$ cat config.mk
export PLATFORM = sky130hd
export DESIGN_NAME = minmax_peak_decimator_flat
export DESIGN_NICKNAME = d
export VERILOG_FILES = /design/src/rtl/core/mmpd_pkg.sv /design/src/rtl/core/mmpd_if.sv /design/src/rtl/core/mmpd_peak_fmt.sv /design/src/rtl/core/minmax_peak_decimator.sv /design/src/flat_wrapper.sv
export SDC_FILE = /design/constraint.sdc
export NUM_CORES = 2
export LEC_CHECK = 0
export ABC_CLOCK_PERIOD_IN_PS = 30900
export BUFFER_PORTS_ARGS = -buffer_cell sky130_fd_sc_hd__buf_2
export CORE_MARGIN = 3
export CORE_UTILIZATION = 65
export DETAILED_ROUTE_END_ITERATION = 8
export HOLD_SLACK_MARGIN = 0.05
export MAX_ROUTING_LAYER = met4
export PLACE_DENSITY_LB_ADDON = 0.05
export SETUP_SLACK_MARGIN = 0.4
export SYNTH_ARGS = -nofsm -noshare
export SYNTH_HDL_FRONTEND = slang
export SYNTH_SLANG_ARGS = --single-unit
$ cat constraint.sdc
create_clock -name clk -period 30.9 [get_ports clk]
set_input_delay 1.545 -clock clk [delete_from_list [all_inputs] [get_ports clk]]
set_output_delay 1.545 -clock clk [all_outputs]
set_load 0.005 [all_outputs]
$ cat src/rtl/core/mmpd_pkg.sv
// ---------------------------------------------------------------------------
// mmpd_pkg
// shared types and constants of the min/max peak decimator
// ---------------------------------------------------------------------------
package mmpd_pkg;

  // fixed field widths
  localparam int CNT_W      = 17;
  localparam int BIN_LEN_W  = 16;
  localparam int RING_LEN_W = 13;
  localparam int GAIN_W     = 16;
  localparam int MARGIN_W   = 10;
  localparam int CFG_IDX_W  = 3;
  localparam int CFG_DATA_W = 16;

  // configuration register indexes
  typedef enum logic [CFG_IDX_W-1:0] {
    REG_ENABLE      = 3'd0,
    REG_BIN_LENGTH  = 3'd1,
    REG_RING_LENGTH = 3'd2,
    REG_DB_CUT      = 3'd3,
    REG_CUT_GAIN    = 3'd4,
    REG_MARGIN      = 3'd5
  } cfg_reg_t;

  // reset values of the configuration registers
  localparam logic [BIN_LEN_W-1:0]  BIN_LENGTH_RST  = 16'd256;
  localparam logic [RING_LEN_W-1:0] RING_LENGTH_RST = 13'd1024;
  localparam logic [GAIN_W-1:0]     CUT_GAIN_RST    = 16'd58409;
  localparam logic [MARGIN_W-1:0]   MARGIN_RST      = 10'd66;

  // saturation limit of the bin counter
  localparam logic [CNT_W-1:0] CNT_MAX = {CNT_W{1'b1}};

  // configuration register set
  typedef struct packed {
    logic                  enable;
    logic [BIN_LEN_W-1:0]  bin_length;
    logic [RING_LEN_W-1:0] ring_length;
    logic                  db_cut;
    logic [GAIN_W-1:0]     cut_gain;
    logic [MARGIN_W-1:0]   margin;
  } cfg_t;

endpackage

$ cat src/rtl/core/mmpd_if.sv
// ---------------------------------------------------------------------------
// mmpd_if
// valid/ready channels of the min/max peak decimator
// ---------------------------------------------------------------------------

// sample channel
interface mmpd_in_if #(
  parameter int SAMPLE_BITS = 16
);
  logic                          valid;
  logic                          ready;
  logic signed [SAMPLE_BITS-1:0] sample;

  modport source (output valid, output sample, input ready);
  modport sink   (input valid, input sample, output ready);
endinterface

// min/max pair channel
interface mmpd_out_if #(
  parameter int SLOT_W      = 12,
  parameter int SAMPLE_BITS = 16
);
  logic                          valid;
  logic                          ready;
  logic [SLOT_W-1:0]             slot;
  logic signed [SAMPLE_BITS-1:0] peak_max;
  logic signed [SAMPLE_BITS-1:0] peak_min;

  modport source (output valid, output slot, output peak_max, output peak_min, input ready);
  modport sink   (input valid, input slot, input peak_max, input peak_min, output ready);
endinterface

$ cat src/rtl/core/mmpd_peak_fmt.sv
// ---------------------------------------------------------------------------
// mmpd_peak_fmt
// optional gain cut, margin and saturation of one bin extreme
// ---------------------------------------------------------------------------
module mmpd_peak_fmt #(
  parameter int SAMPLE_BITS = 16
) (
  input  logic signed [SAMPLE_BITS-1:0]      extreme,
  input  logic                               cut_en,
  input  logic [mmpd_pkg::GAIN_W-1:0]        cut_gain,
  input  logic [mmpd_pkg::MARGIN_W-1:0]      margin,
  input  logic                               sub_margin,
  output logic signed [SAMPLE_BITS-1:0]      peak
);

  localparam int PROD_W = SAMPLE_BITS + mmpd_pkg::GAIN_W + 1;
  localparam int SUM_W  = SAMPLE_BITS + mmpd_pkg::MARGIN_W + 1;

  localparam logic [SAMPLE_BITS-1:0] PEAK_MAX = {1'b0, {(SAMPLE_BITS-1){1'b1}}};
  localparam logic [SAMPLE_BITS-1:0] PEAK_MIN = {1'b1, {(SAMPLE_BITS-1){1'b0}}};

  logic signed [PROD_W-1:0]      prod;
  logic signed [SAMPLE_BITS-1:0] scaled;
  logic signed [SAMPLE_BITS-1:0] sel;
  logic [SUM_W-1:0]              sel_ext;
  logic [SUM_W-1:0]              marg_ext;
  logic [SUM_W-1:0]              sum;
  logic [SUM_W-SAMPLE_BITS:0]    upper;

  // gain cut: drop the low 16 bits of the exact product (floor)
  assign prod   = extreme * $signed({1'b0, cut_gain});
  assign scaled = prod[SAMPLE_BITS+mmpd_pkg::GAIN_W-1:mmpd_pkg::GAIN_W];
  assign sel    = cut_en ? scaled : extreme;

  // margin applied at full width
  assign sel_ext  = {{(SUM_W-SAMPLE_BITS){sel[SAMPLE_BITS-1]}}, sel};
  assign marg_ext = {{(SUM_W-mmpd_pkg::MARGIN_W){1'b0}}, margin};
  assign sum      = sub_margin ? (sel_ext - marg_ext) : (sel_ext + marg_ext);

  // saturate when the bits above the sample sign disagree
  assign upper = sum[SUM_W-1:SAMPLE_BITS-1];

  always_comb begin
    if ((upper == '0) || (upper == '1)) begin
      peak = sum[SAMPLE_BITS-1:0];
    end else if (sum[SUM_W-1]) begin
      peak = PEAK_MIN;
    end else begin
      peak = PEAK_MAX;
    end
  end

endmodule

$ cat src/rtl/core/minmax_peak_decimator.sv
// ---------------------------------------------------------------------------
// minmax_peak_decimator
// min/max envelope decimator for a signed audio sample stream
// ---------------------------------------------------------------------------
// Samples arrive on in_ch (valid/ready) and are folded into a running maximum
// and minimum. Once the bin counter has reached bin_length a min/max pair is
// sent on out_ch together with its ring slot; the slot wraps at ring_length
// (or MAX_RING if smaller). The first bin holds one sample more than the rest.
// Registers are written through cfg_we/cfg_index/cfg_data, by the user only
// while the block is idle; the block does not enforce it. With enable low,
// transfers on in_ch are taken and dropped. A sample passes through the input
// register and, when it closes a bin, the result register to reach out_ch.
// Throughput: one sample per cycle while out_ch does not stall, as the
// extremes, the bin counter and the result register update together.
// When out_ch stalls with a pair pending, the input register still takes a
// sample if empty, then in_ch.ready drops until the pair is transferred. Reset
// (rst_n low, synchronous) restores the configuration defaults, sets the
// extremes to opposite limits, clears counter and slot, empties both registers.
// ---------------------------------------------------------------------------
module minmax_peak_decimator #(
  parameter int MAX_RING    = 4096,
  parameter int SAMPLE_BITS = 16
) (
  input  logic                                clk,
  input  logic                                rst_n,
  input  logic                                cfg_we,
  input  logic [mmpd_pkg::CFG_IDX_W-1:0]      cfg_index,
  input  logic [mmpd_pkg::CFG_DATA_W-1:0]     cfg_data,
  mmpd_in_if.sink                             in_ch,
  mmpd_out_if.source                          out_ch
);

  localparam int SLOT_W = $clog2(MAX_RING);
  localparam int LIM_W  = (SLOT_W + 1 > mmpd_pkg::RING_LEN_W) ? SLOT_W + 1
                                                               : mmpd_pkg::RING_LEN_W;
  localparam logic [LIM_W-1:0] RING_CAP = LIM_W'(MAX_RING);

  localparam logic [SAMPLE_BITS-1:0] SMP_MAX = {1'b0, {(SAMPLE_BITS-1){1'b1}}};
  localparam logic [SAMPLE_BITS-1:0] SMP_MIN = {1'b1, {(SAMPLE_BITS-1){1'b0}}};

  mmpd_pkg::cfg_t                   cfg_r;

  logic                             s1_vld_r;
  logic signed [SAMPLE_BITS-1:0]    s1_smp_r;

  logic signed [SAMPLE_BITS-1:0]    run_max_r, run_max_nxt;
  logic signed [SAMPLE_BITS-1:0]    run_min_r, run_min_nxt;
  logic [mmpd_pkg::CNT_W-1:0]       bin_cnt_r, bin_cnt_nxt;
  logic [SLOT_W-1:0]                slot_r, slot_nxt;

  logic                             out_vld_r, out_vld_nxt;
  logic [SLOT_W-1:0]                out_slot_r;
  logic signed [SAMPLE_BITS-1:0]    out_max_r;
  logic signed [SAMPLE_BITS-1:0]    out_min_r;

  logic                             advance;
  logic                             work;
  logic                             hit;
  logic signed [SAMPLE_BITS-1:0]    bin_max;
  logic signed [SAMPLE_BITS-1:0]    bin_min;
  logic [mmpd_pkg::CNT_W-1:0]       cnt_left;
  logic [mmpd_pkg::CNT_W-1:0]       bin_len_ext;
  logic [LIM_W-1:0]                 ring_ext;
  logic [LIM_W-1:0]                 ring_lim;
  logic [LIM_W-1:0]                 slot_inc;
  logic signed [SAMPLE_BITS-1:0]    peak_max;
  logic signed [SAMPLE_BITS-1:0]    peak_min;

  // configuration registers
  always_ff @(posedge clk) begin
    if (!rst_n) begin
      cfg_r.enable      <= 1'b0;
      cfg_r.bin_length  <= mmpd_pkg::BIN_LENGTH_RST;
      cfg_r.ring_length <= mmpd_pkg::RING_LENGTH_RST;
      cfg_r.db_cut      <= 1'b0;
      cfg_r.cut_gain    <= mmpd_pkg::CUT_GAIN_RST;
      cfg_r.margin      <= mmpd_pkg::MARGIN_RST;
    end else if (cfg_we) begin
      case (cfg_index)
        mmpd_pkg::REG_ENABLE:      cfg_r.enable      <= cfg_data[0];
        mmpd_pkg::REG_BIN_LENGTH:  cfg_r.bin_length  <= cfg_data[mmpd_pkg::BIN_LEN_W-1:0];
        mmpd_pkg::REG_RING_LENGTH: cfg_r.ring_length <= cfg_data[mmpd_pkg::RING_LEN_W-1:0];
        mmpd_pkg::REG_DB_CUT:      cfg_r.db_cut      <= cfg_data[0];
        mmpd_pkg::REG_CUT_GAIN:    cfg_r.cut_gain    <= cfg_data[mmpd_pkg::GAIN_W-1:0];
        mmpd_pkg::REG_MARGIN:      cfg_r.margin      <= cfg_data[mmpd_pkg::MARGIN_W-1:0];
        default: ;
      endcase
    end
  end

  // handshake: the input register moves on when the result register can take it
  assign advance     = s1_vld_r && (!out_vld_r || out_ch.ready);
  assign in_ch.ready = !s1_vld_r || advance;
  assign work        = advance && cfg_r.enable;

  // input register
  always_ff @(posedge clk) begin
    if (!rst_n) begin
      s1_vld_r <= 1'b0;
    end else if (in_ch.ready) begin
      s1_vld_r <= in_ch.valid;
    end
  end

  always_ff @(posedge clk) begin
    if (in_ch.valid && in_ch.ready) begin
      s1_smp_r <= in_ch.sample;
    end
  end

  // fold the sample into the running extremes
  assign bin_max = (s1_smp_r > run_max_r) ? s1_smp_r : run_max_r;
  assign bin_min = (s1_smp_r < run_min_r) ? s1_smp_r : run_min_r;

  // bin counter check before it advances
  assign bin_len_ext = {{(mmpd_pkg::CNT_W-mmpd_pkg::BIN_LEN_W){1'b0}}, cfg_r.bin_length};
  assign hit         = (bin_cnt_r >= bin_len_ext);
  assign cnt_left    = hit ? (bin_cnt_r - bin_len_ext) : bin_cnt_r;

  // ring slot wrap
  assign ring_ext = LIM_W'(cfg_r.ring_length);
  assign ring_lim = (ring_ext > RING_CAP) ? RING_CAP : ring_ext;
  assign slot_inc = LIM_W'(slot_r) + LIM_W'(1);

  // scaled, margined and saturated extremes
  mmpd_peak_fmt #(.SAMPLE_BITS(SAMPLE_BITS)) u_fmt_max (
    .extreme    (bin_max),
    .cut_en     (cfg_r.db_cut),
    .cut_gain   (cfg_r.cut_gain),
    .margin     (cfg_r.margin),
    .sub_margin (1'b0),
    .peak       (peak_max)
  );

  mmpd_peak_fmt #(.SAMPLE_BITS(SAMPLE_BITS)) u_fmt_min (
    .extreme    (bin_min),
    .cut_en     (cfg_r.db_cut),
    .cut_gain   (cfg_r.cut_gain),
    .margin     (cfg_r.margin),
    .sub_margin (1'b1),
    .peak       (peak_min)
  );

  // next state of the bin
  always_comb begin
    run_max_nxt = run_max_r;
    run_min_nxt = run_min_r;
    bin_cnt_nxt = bin_cnt_r;
    slot_nxt    = slot_r;
    if (work) begin
      run_max_nxt = hit ? SMP_MIN : bin_max;
      run_min_nxt = hit ? SMP_MAX : bin_min;
      bin_cnt_nxt = (cnt_left == mmpd_pkg::CNT_MAX) ? cnt_left
                                                    : cnt_left + mmpd_pkg::CNT_W'(1);
      if (hit) begin
        slot_nxt = (slot_inc >= ring_lim) ? '0 : slot_inc[SLOT_W-1:0];
      end
    end
  end

  always_ff @(posedge clk) begin
    if (!rst_n) begin
      run_max_r <= SMP_MIN;
      run_min_r <= SMP_MAX;
      bin_cnt_r <= '0;
      slot_r    <= '0;
    end else begin
      run_max_r <= run_max_nxt;
      run_min_r <= run_min_nxt;
      bin_cnt_r <= bin_cnt_nxt;
      slot_r    <= slot_nxt;
    end
  end

  // result register
  always_comb begin
    if (work && hit) begin
      out_vld_nxt = 1'b1;
    end else if (out_ch.ready) begin
      out_vld_nxt = 1'b0;
    end else begin
      out_vld_nxt = out_vld_r;
    end
  end

  always_ff @(posedge clk) begin
    if (!rst_n) begin
      out_vld_r <= 1'b0;
    end else begin
      out_vld_r <= out_vld_nxt;
    end
  end

  always_ff @(posedge clk) begin
    if (work && hit) begin
      out_slot_r <= slot_r;
      out_max_r  <= peak_max;
      out_min_r  <= peak_min;
    end
  end

  assign out_ch.valid    = out_vld_r;
  assign out_ch.slot     = out_slot_r;
  assign out_ch.peak_max = out_max_r;
  assign out_ch.peak_min = out_min_r;

endmodule
$ cat src/flat_wrapper.sv
// flat-port wrapper written by rule: the top's interface ports become plain ports
module minmax_peak_decimator_flat 
#(
  parameter int MAX_RING    = 4096,
  parameter int SAMPLE_BITS = 16
)
  (clk, rst_n, cfg_we, cfg_index, cfg_data, in_ch_valid, in_ch_sample, in_ch_ready, out_ch_valid, out_ch_slot, out_ch_peak_max, out_ch_peak_min, out_ch_ready);
  mmpd_in_if #(.SAMPLE_BITS(SAMPLE_BITS)) in_ch_i ();
  mmpd_out_if #(.SAMPLE_BITS(SAMPLE_BITS)) out_ch_i ();
  input  logic clk;
  input  logic rst_n;
  input  logic cfg_we;
  input  logic [mmpd_pkg::CFG_IDX_W-1:0] cfg_index;
  input  logic [mmpd_pkg::CFG_DATA_W-1:0] cfg_data;
  input wire logic [$bits(in_ch_i.valid)-1:0] in_ch_valid;
  input wire logic [$bits(in_ch_i.sample)-1:0] in_ch_sample;
  output wire logic [$bits(in_ch_i.ready)-1:0] in_ch_ready;
  output wire logic [$bits(out_ch_i.valid)-1:0] out_ch_valid;
  output wire logic [$bits(out_ch_i.slot)-1:0] out_ch_slot;
  output wire logic [$bits(out_ch_i.peak_max)-1:0] out_ch_peak_max;
  output wire logic [$bits(out_ch_i.peak_min)-1:0] out_ch_peak_min;
  input wire logic [$bits(out_ch_i.ready)-1:0] out_ch_ready;
  assign in_ch_i.valid = in_ch_valid;
  assign in_ch_i.sample = in_ch_sample;
  assign in_ch_ready = in_ch_i.ready;
  assign out_ch_valid = out_ch_i.valid;
  assign out_ch_slot = out_ch_i.slot;
  assign out_ch_peak_max = out_ch_i.peak_max;
  assign out_ch_peak_min = out_ch_i.peak_min;
  assign out_ch_i.ready = out_ch_ready;
  minmax_peak_decimator #(.MAX_RING(MAX_RING), .SAMPLE_BITS(SAMPLE_BITS)) u_core (.clk(clk), .rst_n(rst_n), .cfg_we(cfg_we), .cfg_index(cfg_index), .cfg_data(cfg_data), .in_ch(in_ch_i), .out_ch(out_ch_i));
endmodule
==> flow_summary.yaml <==
outcome:
  status: "complete, no violations"
power:
  powerDensity_nw_per_um2: 108
  peakVddDrop_v: 0.000159
  leakagePower_nw: 14.7
  total_power_w: 0.00328
cts:
  path_clk_slew_ns: 0.08
  cts_resized: 0
  cts_tree: "done"
  clk_latency_ns: 0.46
  cts_buffer_depth: 2
  ctsHtreeMaxLevel: 4
  post-cts-setup-buffer-count: 0
  hold_buffers: 0
  cts_sinks: 180
  cts_made_buffers: 17
  root_buffer: "clkbuf_16"
synth:
  yosysSeqAreaShare_pct: 14.6
  synth.cell_area_sq_um: 28900
  yosysUniqueCellTypes: 88
  ys_seq_elements: 180
  synthFlopType: "dfxtp_1"
  ys_warn_count: 0
  synth_edf_count: 60
  async_flop_share_pct: 0
  synth_cells: 3389
  syn-num-nets: 4128
  synth_area_per_cell_sq_um: 8.51
timing:
  worst_pin_slew_ns: 1.14
  setup_tns_ns: 0
  slew_headroom_pct: 24.2
  skew_ns: 0.0156
  drv_slew: 0
  fmax_mhz: 86.1
  worst_slack_ns: 19.28
  rsz0062_at_grt: "false"
  period_share_pct: 37.6
  finalSetupViolations: 0
  min_period_ns: 11.62
  hold_viol_final: 0
grt:
  grt_pass1_vias: 24788
  grt_max_degree: 65
  antenna_found_initial: 1
  grt.overflow.total: 0
  grt_use_total_pct: 35.9
  grt_pass1_wl_um: 129000
placed_design:
  gp_congestion: 0.961
  hpwl_um: 61700
  io_buffers: 85
  dp_slack_ns: 19.50
detailed_routing:
  wl_um: 80400
  firstDrtPassIters: 5
  initialDrtViolationCount: 1910
  route.detailed.drc: 0
  wl_per_cell_um: 20.3
  num_vias: 24043
  vias_per_cell: 6.05
  ant_nets: 0
floorplan:
  dieArea_sq_um: 46900
  die_height_um: 217
  io_pins: 86
  fp.dieW_um: 217
  start_util_pct: 66.4
  core_area_sq_um: 43500
  rows: 76
critical_path:
  crit_fanout: 18
  crit_slowest_cell: "mux2_2"
  cp.arrival_ns: 11.80
  reg2reg_slack_ns: 19.28
  end_kind: "flip-flop"
  r2r-start: "u_core.s1_smp_r[15]"
  ff2ff_path_depth: 40
  r2r-end: "u_core.out_ch.peak_max[4]"
  cpMostUsedCell: "fa_1"
  crit_path_max_incr_delay_ns: 0.69
  cp.required_ns: 31.08
  critPathKind: "flip-flop to flip-flop"
  start_kind: "flip-flop"
finish:
  nets: 4111
  drive_gt1_share_pct: 6.82
  area_growth_pct: 4.96
worst_hold_path:
  hp-start: "u_core.ring_ext[0]"
  hp-class: "flip-flop to flip-flop"
  whs_path_depth: 2
  hold_path_end: "u_core.ring_ext[0]"
job:
  cap_violations: 0
[state kept, by name (all words and copies together) (netlist names), 12 cells and up]
name,flops
u_core.bin_cnt_r,17
u_core.bin_len_ext,16
u_core.out_ch.slot,12
u_core.out_ch.peak_max,16
u_core.out_ch.peak_min,16
u_core.run_max_r,16
u_core.cfg_r,28
u_core.run_min_r,16
u_core.s1_smp_r,16
u_core.slot_r,12
u_core.ring_ext,13
[per-layer routing]
metal | vias up | track usage [%] | part of all wire (%) | routed length [um]
li1 | 10907 | - | - | -
met1 | 11861 | 45.7 | 40 | 32400
met2 | 1041 | 56.7 | 46 | 37400
met3 | 234 | 5.69 | 8.2 | 6580
met4 | 0 | 16.7 | 5.0 | 4020
met5 | - | - | 0 | 0
[cells by family (layout without fill, tap and decap cells)]
logic type	Yosys count	in the layout	share of synthesized area (%)
and+or+nand+nor	1128	1128	19.1
buffers and inverters	719	715	9.45
adders and majority gates	699	699	40.4
AOI/OAI and AO/OA	538	538	12.2
DFF	180	180	14.6
xor gates and xnor gates	72	72	2.19
muxes	53	53	2.07
other	0	2	0
[metrics by stage]
| step | hold WS [ns] | util [%] | instance area [sq um] | std cells |
|---|---|---|---|---|
| floorplan | 0.432 | - | 28900 | 3389 |
| global placement | 0.439 | 68.2 | 29700 | 3938 |
| detailed placement | 0.443 | 68.2 | 29700 | 3938 |
| CTS | 0.455 | 69.7 | 30300 | 3970 |
| global route | 0.474 | 69.7 | 30300 | 3971 |
| finish | 0.458 | 69.7 | 30300 | 3972 |
[where the power goes]
| part | switching (W) | internal, W | leakage, nW |
|---|---|---|---|
| registers | 0.00000873 | 0.000253 | 1.56 |
| clock network | 0.000119 | 0.000111 | 0.297 |
| logic | 0.00169 | 0.00109 | 12.8 |
| total | 0.00182 | 0.00146 | 14.7 |
[how the worst max path moves through the flow]
stage	start	endpoint	cells past startpoint
final	u_core.s1_smp_r[15]	u_core.out_ch.peak_max[4]	40
after global placement	u_core.s1_smp_r[15]	u_core.out_ch.peak_max[10]	37
after detailed placement	u_core.s1_smp_r[15]	u_core.out_ch.peak_max[4]	37
after global routing	u_core.s1_smp_r[15]	u_core.out_ch.peak_max[3]	36
after floorplan	u_core.s1_smp_r[15]	u_core.out_ch.peak_min[10]	45
after CTS	u_core.s1_smp_r[15]	u_core.out_ch.peak_max[2]	37
[cells in the final DEF (no fill, tap or decap), types with 69 or more instances in the layout]
cell type / count
and2_1: 131
dfxtp_1: 111
inv_1: 565
ha_1: 310
nor2b_1: 133
a21o_1: 69
a21oi_1: 172
o21ai_0: 78
nor2_1: 134
buf_2: 85
fa_1: 389
nand2_1: 504
[area by class of cell]
type / count / area (sq um)
inverters: 567 / 2130
fillers: 3570 / 13200
flip-flops and latches: 180 / 4220
diodes: 2 / 5.00
multi-input cells: 2490 / 21900
clock buffers: 17 / 425
clock inverters: 15 / 198
well taps: 585 / 732
repair buffers: 116 / 658
[cell usage after synthesis, drive strengths merged, types with 4 or more instances]
cell,count,area (sq um)
inv,566,2120
nand2,505,1900
fa,389,7790
ha,310,3880
a21oi,173,877
nor2,135,509
clkbuf,133,500
nor2b,133,832
and2,131,820
dfxtp,120,2400
o21ai,82,414
a21o,69,518
edfxtp,60,1800
nand2b,45,282
xnor2,40,350
nand3,36,180
o211ai,32,240
xor2,32,280
nand4,28,175
mux2i,27,283
o21a,25,188
mux2,24,270
nor3,24,131
or2,22,138
a31oi,20,125
buf,19,97.6
and3,18,113
a22oi,14,105
o22ai,12,75.1
a211oi,10,75.1
nor4,10,83.8
o2111ai,10,87.6
nor3b,9,67.6
o21bai,9,67.6
a211o,8,70.1
or3,8,55.1
a2111oi,7,67.6
a221oi,7,61.3
a31o,7,61.3
and4,7,61.3
o31ai,7,52.6
a41oi,6,52.6
a21boi,5,37.5
nand3b,4,30.0
o31a,4,35.0
[critical path: cells and delay by family (launching register included)]
family          cells  cell delay [ns]
mux                 1             0.69
flops               1             0.45
compound gates     15             2.88
simple gates        8             2.45
buf+inv             5             0.30
fa+ha+maj          10             4.42
xor+xnor            1             0.17
No activity file was read; power rests on OpenSTA's default activity.
